### config.mk
export PLATFORM = sky130hd
export DESIGN_NAME = ring_buffer_fifo_flat
export DESIGN_NICKNAME = d
export VERILOG_FILES = /design/src/hw/rtl/rbf_pkg.sv /design/src/hw/rtl/rbf_if.sv /design/src/hw/rtl/rbf_ctrl.sv /design/src/hw/rtl/rbf_datapath.sv /design/src/hw/rtl/ring_buffer_fifo.sv /design/src/flat_wrapper.sv
export SDC_FILE = /design/constraint.sdc
export NUM_CORES = 1
export LEC_CHECK = 0
export ABC_CLOCK_PERIOD_IN_PS = 14900
export BUFFER_PORTS_ARGS = -buffer_cell sky130_fd_sc_hd__buf_4
export CORE_UTILIZATION = 50
export DETAILED_ROUTE_END_ITERATION = 12
export PLACE_DENSITY = 0.67
export SLEW_MARGIN = 20
export SYNTH_ARGS = -nofsm -noshare
export SYNTH_HDL_FRONTEND = slang
export SYNTH_SLANG_ARGS = --single-unit
### constraint.sdc
create_clock -name clk -period 14.9 [get_ports clk]
set_input_delay 2.98 -clock clk [delete_from_list [all_inputs] [get_ports clk]]
set_output_delay 2.98 -clock clk [all_outputs]
set_load 0.05 [all_outputs]
### src/hw/rtl/rbf_pkg.sv
// rbf_pkg: shared constants, codes and controller/datapath types
// for the ring buffer fifo; no dependencies
package rbf_pkg;

    localparam int STORE_DEPTH  = 16;
    localparam int ITEM_BITS    = 64;

    localparam int MODE_W       = 3;
    localparam int ITEM_FIELD_W = 64;
    localparam int STATUS_W     = 2;
    localparam int CAP_W        = 5;

    localparam int SLOT_W       = $clog2(STORE_DEPTH);
    localparam int COUNT_W      = $clog2(STORE_DEPTH + 1);
    localparam int CAP_CMP_W    = (COUNT_W > CAP_W) ? COUNT_W : CAP_W;

    localparam logic [CAP_W-1:0] CAP_RESET = CAP_W'(16);

    typedef logic [MODE_W-1:0]   mode_t;
    typedef logic [STATUS_W-1:0] status_t;

    localparam mode_t MODE_PUT   = 3'd0;
    localparam mode_t MODE_GET   = 3'd1;
    localparam mode_t MODE_PEEK  = 3'd2;
    localparam mode_t MODE_POP   = 3'd3;
    localparam mode_t MODE_CLEAR = 3'd4;

    localparam status_t ST_OK    = 2'd0;
    localparam status_t ST_FULL  = 2'd1;
    localparam status_t ST_EMPTY = 2'd2;

    // command from controller to datapath for one accepted operation
    typedef struct packed {
        logic    exec;
        logic    do_write;
        logic    do_remove;
        logic    do_clear;
        logic    read_ok;
        status_t status;
    } rbf_cmd_t;

    // occupancy flags from datapath to controller
    typedef struct packed {
        logic full;
        logic empty;
    } rbf_flags_t;

endpackage

### src/hw/rtl/rbf_if.sv
// rbf_in_if and rbf_out_if: valid/ready channels for operations and results
// depends on rbf_pkg
interface rbf_in_if
    import rbf_pkg::*;
();
    logic                    valid;
    logic                    ready;
    logic [MODE_W-1:0]       mode;
    logic [ITEM_FIELD_W-1:0] item_in;

    modport source (output valid, output mode, output item_in, input ready);
    modport sink   (input valid, input mode, input item_in, output ready);
endinterface

interface rbf_out_if
    import rbf_pkg::*;
();
    logic                    valid;
    logic                    ready;
    logic [STATUS_W-1:0]     status;
    logic [ITEM_FIELD_W-1:0] item_out;
    logic [COUNT_W-1:0]      occupancy;

    modport source (output valid, output status, output item_out, output occupancy,
                    input ready);
    modport sink   (input valid, input status, input item_out, input occupancy,
                    output ready);
endinterface

### src/hw/rtl/rbf_ctrl.sv
// rbf_ctrl: handshake state machine and operation decode
// depends on rbf_pkg
module rbf_ctrl
    import rbf_pkg::*;
(
    input  logic       clk,
    input  logic       rst_n,
    input  logic       in_valid,
    output logic       in_ready,
    input  mode_t      mode,
    output logic       out_valid,
    input  logic       out_ready,
    input  rbf_flags_t flags,
    output rbf_cmd_t   cmd
);

    typedef enum logic {S_IDLE, S_RESULT} state_t;

    state_t state_reg, state_next;
    logic   accept;

    // a waiting result may leave in the same cycle a new transfer comes in
    assign in_ready  = (state_reg == S_IDLE) || out_ready;
    assign accept    = in_valid && in_ready;
    assign out_valid = (state_reg == S_RESULT);

    always_comb
    begin
        state_next = state_reg;
        if (accept)
        begin
            state_next = S_RESULT;
        end
        else if (state_reg == S_RESULT && out_ready)
        begin
            state_next = S_IDLE;
        end
    end

    always_comb
    begin
        cmd           = '0;
        cmd.exec      = accept;
        cmd.status    = ST_OK;
        if (accept)
        begin
            unique case (mode)
                MODE_PUT:
                begin
                    if (flags.full)
                        cmd.status = ST_FULL;
                    else
                        cmd.do_write = 1'b1;
                end
                MODE_GET, MODE_PEEK, MODE_POP:
                begin
                    if (flags.empty)
                    begin
                        cmd.status = ST_EMPTY;
                    end
                    else
                    begin
                        cmd.do_remove = (mode != MODE_PEEK);
                        cmd.read_ok   = (mode != MODE_POP);
                    end
                end
                MODE_CLEAR:
                begin
                    cmd.do_clear = 1'b1;
                end
                default:
                begin
                    cmd.status = ST_OK;
                end
            endcase
        end
    end

    always_ff @(posedge clk or negedge rst_n)
    begin
        if (!rst_n)
        begin
            state_reg <= S_IDLE;
        end
        else
        begin
            state_reg <= state_next;
        end
    end

endmodule

### src/hw/rtl/rbf_datapath.sv
// rbf_datapath: item store, write slot, count, capacity register and result register
// depends on rbf_pkg
module rbf_datapath
    import rbf_pkg::*;
(
    input  logic                    clk,
    input  logic                    rst_n,
    input  logic                    cfg_wr_en,
    input  logic [CAP_W-1:0]        cfg_wr_data,
    input  logic [ITEM_FIELD_W-1:0] item_in,
    input  rbf_cmd_t                cmd,
    output rbf_flags_t              flags,
    output status_t                 status,
    output logic [ITEM_FIELD_W-1:0] item_out,
    output logic [COUNT_W-1:0]      occupancy
);

    logic [ITEM_BITS-1:0]    store [STORE_DEPTH];

    logic [CAP_W-1:0]        cap_reg;
    logic [SLOT_W-1:0]       wslot_reg, wslot_next;
    logic [COUNT_W-1:0]      count_reg, count_next;
    status_t                 status_reg;
    logic [ITEM_FIELD_W-1:0] item_out_reg;
    logic [COUNT_W-1:0]      occ_reg;

    logic [CAP_CMP_W-1:0]    cap_wide;
    logic [COUNT_W-1:0]      eff_cap;
    logic [COUNT_W:0]        rd_sum;
    logic [COUNT_W:0]        rd_slot;
    logic [SLOT_W-1:0]       rd_idx;
    logic [COUNT_W:0]        ws_inc;

    // register value 0 acts as 1, above the store depth acts as the depth
    always_comb
    begin
        cap_wide = CAP_CMP_W'(cap_reg);
        priority if (cap_wide == '0)
            eff_cap = COUNT_W'(1);
        else if (cap_wide > CAP_CMP_W'(STORE_DEPTH))
            eff_cap = COUNT_W'(STORE_DEPTH);
        else
            eff_cap = COUNT_W'(cap_wide);
    end

    assign flags.full  = (count_reg >= eff_cap);
    assign flags.empty = (count_reg == '0);

    // oldest slot: write slot minus count, wrapped at the capacity
    always_comb
    begin
        rd_sum  = (COUNT_W + 1)'(eff_cap) + (COUNT_W + 1)'(wslot_reg)
                  - (COUNT_W + 1)'(count_reg);
        rd_slot = (rd_sum >= (COUNT_W + 1)'(eff_cap)) ? rd_sum - (COUNT_W + 1)'(eff_cap)
                                                        : rd_sum;
        rd_idx  = rd_slot[SLOT_W-1:0];
    end

    always_comb
    begin
        ws_inc     = (COUNT_W + 1)'(wslot_reg) + (COUNT_W + 1)'(1);
        wslot_next = wslot_reg;
        count_next = count_reg;
        if (cfg_wr_en || cmd.do_clear)
        begin
            wslot_next = '0;
            count_next = '0;
        end
        else if (cmd.do_write)
        begin
            wslot_next = (ws_inc >= (COUNT_W + 1)'(eff_cap)) ? '0 : ws_inc[SLOT_W-1:0];
            count_next = count_reg + COUNT_W'(1);
        end
        else if (cmd.do_remove)
        begin
            count_next = count_reg - COUNT_W'(1);
        end
    end

    always_ff @(posedge clk or negedge rst_n)
    begin
        if (!rst_n)
        begin
            cap_reg   <= CAP_RESET;
            wslot_reg <= '0;
            count_reg <= '0;
        end
        else
        begin
            if (cfg_wr_en)
                cap_reg <= cfg_wr_data;
            wslot_reg <= wslot_next;
            count_reg <= count_next;
        end
    end

    always_ff @(posedge clk)
    begin
        if (cmd.do_write)
            store[wslot_reg] <= item_in[ITEM_BITS-1:0];
    end

    // result register, loaded on each transfer in
    always_ff @(posedge clk)
    begin
        if (cmd.exec)
        begin
            status_reg   <= cmd.status;
            occ_reg      <= count_next;
            item_out_reg <= cmd.read_ok ? ITEM_FIELD_W'(store[rd_idx]) : '0;
        end
    end

    assign status    = status_reg;
    assign item_out  = item_out_reg;
    assign occupancy = occ_reg;

endmodule

### src/hw/rtl/ring_buffer_fifo.sv
// ring_buffer_fifo: top level joining rbf_ctrl and rbf_datapath
// depends on rbf_pkg, rbf_in_if, rbf_out_if, rbf_ctrl, rbf_datapath
//
// Circular FIFO of 16 x 64-bit items taking one operation (put, get, peek,
// pop, clear) per transfer on in_ch and giving one result (status, item,
// occupancy) per operation on out_ch. The result appears in the output
// register the cycle after the operation's transfer, and a new operation is
// taken in the same cycle the waiting result is taken, so one operation a
// cycle is sustained while out_ch is ready; the result register is the one
// stage. Writing the capacity register (0 acts as 1, above 16 acts as 16)
// also empties the FIFO; write it only while no result is pending.
module ring_buffer_fifo
    import rbf_pkg::*;
(
    input  logic             clk,
    input  logic             rst_n,
    input  logic             cfg_wr_en,
    input  logic [CAP_W-1:0] cfg_wr_data,
    rbf_in_if.sink           in_ch,
    rbf_out_if.source        out_ch
);

    rbf_cmd_t   cmd;
    rbf_flags_t flags;

    rbf_ctrl u_ctrl (
        .clk       (clk),
        .rst_n     (rst_n),
        .in_valid  (in_ch.valid),
        .in_ready  (in_ch.ready),
        .mode      (in_ch.mode),
        .out_valid (out_ch.valid),
        .out_ready (out_ch.ready),
        .flags     (flags),
        .cmd       (cmd)
    );

    rbf_datapath u_datapath (
        .clk         (clk),
        .rst_n       (rst_n),
        .cfg_wr_en   (cfg_wr_en),
        .cfg_wr_data (cfg_wr_data),
        .item_in     (in_ch.item_in),
        .cmd         (cmd),
        .flags       (flags),
        .status      (out_ch.status),
        .item_out    (out_ch.item_out),
        .occupancy   (out_ch.occupancy)
    );

endmodule

### src/flat_wrapper.sv
// flat-port wrapper written by rule: the top's interface ports become plain ports
module ring_buffer_fifo_flat import rbf_pkg::*;
  (clk, rst_n, cfg_wr_en, cfg_wr_data, in_ch_valid, in_ch_mode, in_ch_item_in, in_ch_ready, out_ch_valid, out_ch_status, out_ch_item_out, out_ch_occupancy, out_ch_ready);
  rbf_in_if in_ch_i ();
  rbf_out_if out_ch_i ();
  input  logic clk;
  input  logic rst_n;
  input  logic cfg_wr_en;
  input  logic [CAP_W-1:0] cfg_wr_data;
  input wire logic [$bits(in_ch_i.valid)-1:0] in_ch_valid;
  input wire logic [$bits(in_ch_i.mode)-1:0] in_ch_mode;
  input wire logic [$bits(in_ch_i.item_in)-1:0] in_ch_item_in;
  output wire logic [$bits(in_ch_i.ready)-1:0] in_ch_ready;
  output wire logic [$bits(out_ch_i.valid)-1:0] out_ch_valid;
  output wire logic [$bits(out_ch_i.status)-1:0] out_ch_status;
  output wire logic [$bits(out_ch_i.item_out)-1:0] out_ch_item_out;
  output wire logic [$bits(out_ch_i.occupancy)-1:0] out_ch_occupancy;
  input wire logic [$bits(out_ch_i.ready)-1:0] out_ch_ready;
  assign in_ch_i.valid = in_ch_valid;
  assign in_ch_i.mode = in_ch_mode;
  assign in_ch_i.item_in = in_ch_item_in;
  assign in_ch_ready = in_ch_i.ready;
  assign out_ch_valid = out_ch_i.valid;
  assign out_ch_status = out_ch_i.status;
  assign out_ch_item_out = out_ch_i.item_out;
  assign out_ch_occupancy = out_ch_i.occupancy;
  assign out_ch_i.ready = out_ch_ready;
  ring_buffer_fifo u_core (.clk(clk), .rst_n(rst_n), .cfg_wr_en(cfg_wr_en), .cfg_wr_data(cfg_wr_data), .in_ch(in_ch_i), .out_ch(out_ch_i));
endmodule
Yosys cells after proc, flatten, opt, wreduce, memory -nomap -nowiden
Memory sizes are Yosys's and may differ from the RTL's. A register that Yosys moved wholly into a read port is not among the register bits.
Index checks and enable logic that the tools add are counted.
{"block": "totals", "reg_bits": 22, "ram_bits": 1024, "mem_count": 1, "elab_cells": 59, "out_inout_bits": 73, "in_bits": 77}
{"block": "classes", "bitwise": 1, "order_cmp": 4, "addsub": 6, "n_eq_ne": 6, "muxes": 24, "n_reduce_logical": 11}
{"memory": "u_core.u_datapath.store", "depth": 16, "word_bits": 64, "read_ports": 1, "rd_clocked_by_memory_dff": 1, "write_ports": 1, "line": "rbf_datapath.sv:18", "rtl": "logic [ITEM_BITS-1:0] store [STORE_DEPTH];"}
{"cell": "5-bit 2-to-1 mux", "count": 5}
{"cell": "4-bit 2-to-1 mux", "count": 4}
{"cell": "1-bit 2-to-1 mux", "count": 12}
{"cell": "5-bit >= comparator", "count": 2}
{"cell": "5-bit logical NOT", "count": 2}
{"cell": "5-bit by 4-bit adder with 6-bit output", "count": 1}
{"cell": "3-bit by 2-bit equality test with 1-bit output, second input constant", "count": 2}
{"cell": "6-bit by 5-bit >= comparator with 1-bit output", "count": 1}
{"cell": "6-bit 2-to-1 mux", "count": 1}
{"cell": "3-bit by 2-bit inequality test with 1-bit output, second input constant", "count": 2}
{"cell": "6-bit by 5-bit subtractor with 6-bit output", "count": 1}
{"cell": "4-bit by 1-bit adder with 5-bit output, second input constant", "count": 1}
{"cell": "5-bit by 1-bit adder with 5-bit output, second input constant", "count": 1}
{"cell": "5-bit greater-than comparator, second input constant", "count": 1}
{"cell": "5-bit by 1-bit subtractor with 5-bit output, second input constant", "count": 1}
{"cell": "2-bit one-hot mux with 2 select lines", "count": 1}
{"cell": "2-bit nonzero test", "count": 2}
{"cell": "4-bit subtractor", "count": 1}
{"cell": "3-bit by 1-bit equality test with 1-bit output, second input constant", "count": 1}
{"cell": "3-bit equality test, second input constant", "count": 1}
{"cell": "3-bit logical NOT", "count": 1}
{"cell": "3-bit OR reduction", "count": 1}
{"cell": "1-bit logical AND", "count": 2}
{"cell": "1-bit logical OR", "count": 2}
{"cell": "other kinds (3)", "count": 3}

Depth between registers and ports, before layout
{"block": "logic_depth", "depth_word": 10, "depth_mapped": 23, "mapped_depth_nobuf": 19}

Cells and area by module
A second synthesis with hierarchy kept.
{"block": "hier_totals", "cells_unflattened": 2886, "area_unflattened_um2": 43932.1}
{"mod": "rbf_datapath", "area_per_inst_um2": 43764.5, "seq_area_each_um2": 33233.1, "cells_per_inst": 2870, "instances": 1}
{"mod": "rbf_ctrl", "area_per_inst_um2": 167.7, "seq_area_each_um2": 25.0, "cells_per_inst": 16, "instances": 1}

Worst setup path before layout
OpenSTA, ideal clock, no wires.
{"block": "synth_timing", "kind": "input-to-reg", "start": "in out_ch_ready", "end": "mem u_core.u_datapath.store[3][0] (enable)", "cell_stages": 8, "arrival_ps": 10770, "n_path_buf": 1, "setup_time_ps": 565, "required_ps": 14335, "slack_ps": 3565, "cell_sequence": "nand2b_1 and2_1 nor2b_1 nand2_1 a211oi_1 clkbuf_1 nand2_1 nor3_1"}
{"item": "start: declaration", "line": "flat_wrapper.sv:18", "rtl": "input wire logic [$bits(out_ch_i.ready)-1:0] out_ch_ready;"}
{"item": "end: declaration", "line": "rbf_datapath.sv:18"}

Worst setup path after layout
{"block": "layout_timing", "start": "reg u_core.u_datapath.cap_reg[1]", "end": "reg u_core.u_datapath.item_out_reg[29] (netlist: u_core.u_datapath.item_out[29]) (read register of u_core.u_datapath.store), data pin"}
{"block": "layout_via", "elab_chain_cells": 7, "elab_cells_between_ends": 9, "cone_classes": "add/sub: 3; order compare: 2; mux: 3; reduce/logical: 1"}
{"item": "start: declaration", "line": "rbf_datapath.sv:20", "rtl": "logic [CAP_W-1:0] cap_reg;"}
{"item": "start signal: assignment", "line": "rbf_datapath.sv:91", "rtl": "cap_reg <= cfg_wr_data;"}
{"item": "5-bit greater-than comparator", "line": "rbf_datapath.sv:40", "rtl": "else if (cap_wide > CAP_CMP_W'(STORE_DEPTH))"}
{"item": "5-bit 2-to-1 mux", "line": "rbf_datapath.sv:40"}
{"item": "5-bit 2-to-1 mux *", "line": "rbf_datapath.sv:38", "rtl": "priority if (cap_wide == '0)"}
{"item": "5-bit by 4-bit adder with 6-bit output", "line": "rbf_datapath.sv:52", "rtl": "rd_sum = (COUNT_W + 1)'(eff_cap) + (COUNT_W + 1)'(wslot_reg)"}
{"item": "6-bit by 5-bit subtractor with 6-bit output", "line": "rbf_datapath.sv:53", "rtl": "- (COUNT_W + 1)'(count_reg);"}
{"item": "6-bit by 5-bit >= comparator with 1-bit output or 4-bit subtractor (tied branches)", "line": "rbf_datapath.sv:54", "rtl": "rd_slot = (rd_sum >= (COUNT_W + 1)'(eff_cap)) ? rd_sum - (COUNT_W + 1)'(eff_cap)"}
{"item": "4-bit 2-to-1 mux *", "line": "rbf_datapath.sv:54"}
{"item": "end: declaration", "line": "rbf_datapath.sv:24", "rtl": "logic [ITEM_FIELD_W-1:0] item_out_reg;"}
Mark *: on every way between the ends. The rest lies on a longest branch, timed or not.
A chain may end at the register's enable or synchronous reset.

==> results.md <==
* Post-route ant nets at 0
* Chip height at 298 um
* Share of layout cells above drive strength 1 at 12.1%
* Least-Margin Pin Slew at 1.20 ns
* Drt initial violations at 2443
* Count of port buffers added during placement at 149
* Netlist area before placement at 43900 um^2
* Maximum level of the CTS H-tree at 3
* Most instantiated library cell after synthesis: sky130_fd_sc_hd__edfxtp_1
* Type of the worst setup path: reg2reg
* Clk buf depth at 3
* Cell repeated most along the worst path: sky130_fd_sc_hd__ha_1
* Post-Route Hold Slack at 0.543 ns
* Instance count of the mapped netlist at 3061
* Reg-to-reg setup timing slack at 7.13 ns
* I/O pin total at 150
* Number of buffers inserted during clock tree synthesis at 111
* Leading post-synthesis cells by instance count: sky130_fd_sc_hd__edfxtp_1 (1095), sky130_fd_sc_hd__nand2_1 (751), sky130_fd_sc_hd__nand3_1 (422), sky130_fd_sc_hd__mux2i_1 (159), sky130_fd_sc_hd__clkbuf_1 (97)
* Detailed-router iteration count before antenna repair at 5
* Hold_buf cts at 0
* Predominant post-synthesis flop cell: sky130_fd_sc_hd__edfxtp_1
* Syn Nets at 3171
* Tcrit/Tclk final at 52.1%
* Cell family with most CP delay: buffers and inverters
* Cell type with the largest total area after synthesis: sky130_fd_sc_hd__edfxtp_1
* Chip width at 298 um
* Final net count at 3307
* Number of antenna violations at the first check in global routing at 8
* Data arrival time at the worst-slack endpoint at 8.27 ns
* Max-capacitance violation count at 0
* Die Outline Area at 89000 um^2
* Synthesized area per cell at 14.3 um^2
* Pin count of the biggest net entering global routing at 174
* Number of register bits inferred by synthesis at 1110
* Maximum fanout count along the critical path at 167
* Warning count from the yosys run at 0
* Number of failing setup endpoints in the final timing report at 0
* Final period demand of the worst path at 7.77 ns
* Type of destination of the critical path: register
* Post-CTS Repair Setup Buffers at 0
* Worst max-slew margin expressed relative to the limit at 19.9%
* Finished Cell Area at 49800 um^2
* Required @ worst endpoint at 15.40 ns
* Clock latency reported for the late side of the worst-skew pair at 0.66 ns
* Fraction of post-synthesis cell area in the top cell type by area at 74.9%
* Layout Area Growth over Synthesis at 13.4%
* Total routing resource utilization after global routing at 24.0%
* Number of distinct library cells after synthesis at 51
* HPWL reported at the end of detailed placement at 53.5 mm
* Tightest Hold Check Type: reg2reg
* Async set or reset register ratio after synthesis at 1.35%
* Avg Vias per Cell at 5.93
* Initial Utilization at 50.5%
* Routed WL at 107 mm
* Num rows at 108
* Peak Freq at 129 MHz
* Number of clock sinks at 1110
* Library cell used as clock root buffer: sky130_fd_sc_hd__clkbuf_16
* Flip-flop count of the largest register after layout at 1024
* CP max stage cell: sky130_fd_sc_hd__buf_4
* Summed negative setup slack over all endpoints at 0 ns
* Largest cells by area after synthesis: sky130_fd_sc_hd__edfxtp_1 (75%), sky130_fd_sc_hd__nand2_1 (6.4%), sky130_fd_sc_hd__nand3_1 (4.8%)
* Critical path, cell by cell: or3_1, a21oi_1, ha_1, inv_1, ha_1, fa_1, xor2_1, ha_1, a21o_1, a31oi_1, o21ai_1, or4_4, o21ai_4, buf_12, buf_12, buf_4, mux2i_1, a221oi_1, a31oi_1, o221ai_1
* Status: finished clean
* Cell area reported after detailed placement at 46300 um^2
* Worst vdd ir at 244 uV
* Residual DRC at 0
* Number of global-route vias before repair at 26.2k
* Seq/Total Area, Yosys at 75.7%
* CP peak stage delay at 0.75 ns
* Pwr/cell area at 169 nW/um^2
* Post-Route Skew at 0.0140 ns
* Clock transition at path regs at 0.06 ns
* Worst path bufs/invs at 4
* Setup repair after global routing missed its margin: no
* Total number of vias at 26.4k
* Avg WL per Cell at 24.1 um
* Static Leakage at 17.6 nW
* Core box area at 86900 um^2
* Final Wtd Congestion at 0.817
* Category of the worst setup path launch point: register
* Count of endpoints failing hold in the final timing report at 0
* Max-slew violations at 0
* Overflow after GRT at 0
* First-pass GRT wire length at 160 mm
* EDFF count, synth at 1095
* CTS tree: yes
* Count of instances resized after the clock tree is built at 0
## stage by stage
| stage | total power [W] | std cells | setup WS, ns | utilization (%) |
|---|---|---|---|---|
| 6_report | 0.00842 | 4443 | 7.13 | 57.3 |
| 5_1_grt | 0.00878 | 4443 | 6.63 | 57.3 |
| 4_1_cts | 0.00846 | 4441 | 7.05 | 57.3 |
| 3_5_place_dp | 0.00579 | 4239 | 7.12 | 53.3 |
| 3_3_place_gp | 0.00574 | 4239 | 7.31 | 53.3 |
| 2_1_floorplan | 0.00515 | 3061 | 3.56 | - |
## per-layer routing
metal  vias up  part of all wire, %  track usage (%)
met3       232                  7.4             4.21
li1      11800                    -                -
met2      1079                   49             40.2
met4        12                  3.4             8.64
met1     13200                   40             31.4
met5         -                0.075                0
## path summary, 6_finish.rpt
check	to	cells after the start	startpoint
worst min-delay path	u_core.u_datapath.cap_reg[3]$_DFFE_PN0P_	1	u_core.u_datapath.cap_reg[3]$_DFFE_PN0P_
worst min register to register	u_core.u_datapath.cap_reg[3]$_DFFE_PN0P_	1	u_core.u_datapath.cap_reg[3]$_DFFE_PN0P_
max in group asynchronous	u_core.u_datapath.cap_reg[4]$_DFFE_PN1P_	1	rst_n
min in group asynchronous	u_core.u_datapath.cap_reg[3]$_DFFE_PN0P_	1	rst_n
worst max register to register	u_core.u_datapath.item_out[29]$_SDFFCE_PN0P_	20	u_core.u_datapath.cap_reg[1]$_DFFE_PN0P_
worst max-delay path	u_core.u_datapath.item_out[29]$_SDFFCE_PN0P_	20	u_core.u_datapath.cap_reg[1]$_DFFE_PN0P_
## power by group
part           leakage, nW  internal, W  switching [W]  total (W)
logic                 5.76     0.000639        0.00165    0.00229
clock network         1.70      0.00156        0.00112    0.00268
registers             10.1      0.00344     0.00000854    0.00345
## cell usage in the layout, fill, tap and decap left out, drive strengths merged, types with 8 or more instances in the layout
cell type  instances
edfxtp          1095
nand2            751
nand3            422
buf              203
mux2i            160
clkbuf           144
a221oi            63
a21oi             57
a31oi             50
o221ai            48
clkinv            43
ha                28
o21ai             26
nor2              26
inv               21
a211oi            18
a22oi             16
a221o             15
dfrtp             14
bufinv            10
nand2b             8
## cell families after synthesis
kind of cell	share of synthesized area [%]
buf+inv	2.04
flops	75.7
compound gates	5.31
fa+ha+maj	1.03
xor+xnor	0.239
mux	3.78
simple gates	11.9
## layout make-up
| cell class | instances | area [um^2] |
|---|---|---|
| clock inverters | 58 | 553 |
| clock buffers | 144 | 2940 |
| inverters | 20 | 75.1 |
| multi-input cells | 1751 | 9980 |
| fillers | 6657 | 37100 |
| flip-flops and latches | 1110 | 33300 |
| well taps | 1155 | 1450 |
| repair buffers | 203 | 1570 |
| diodes | 2 | 5.00 |
Note: power is estimated with default switching activity, not from simulation.
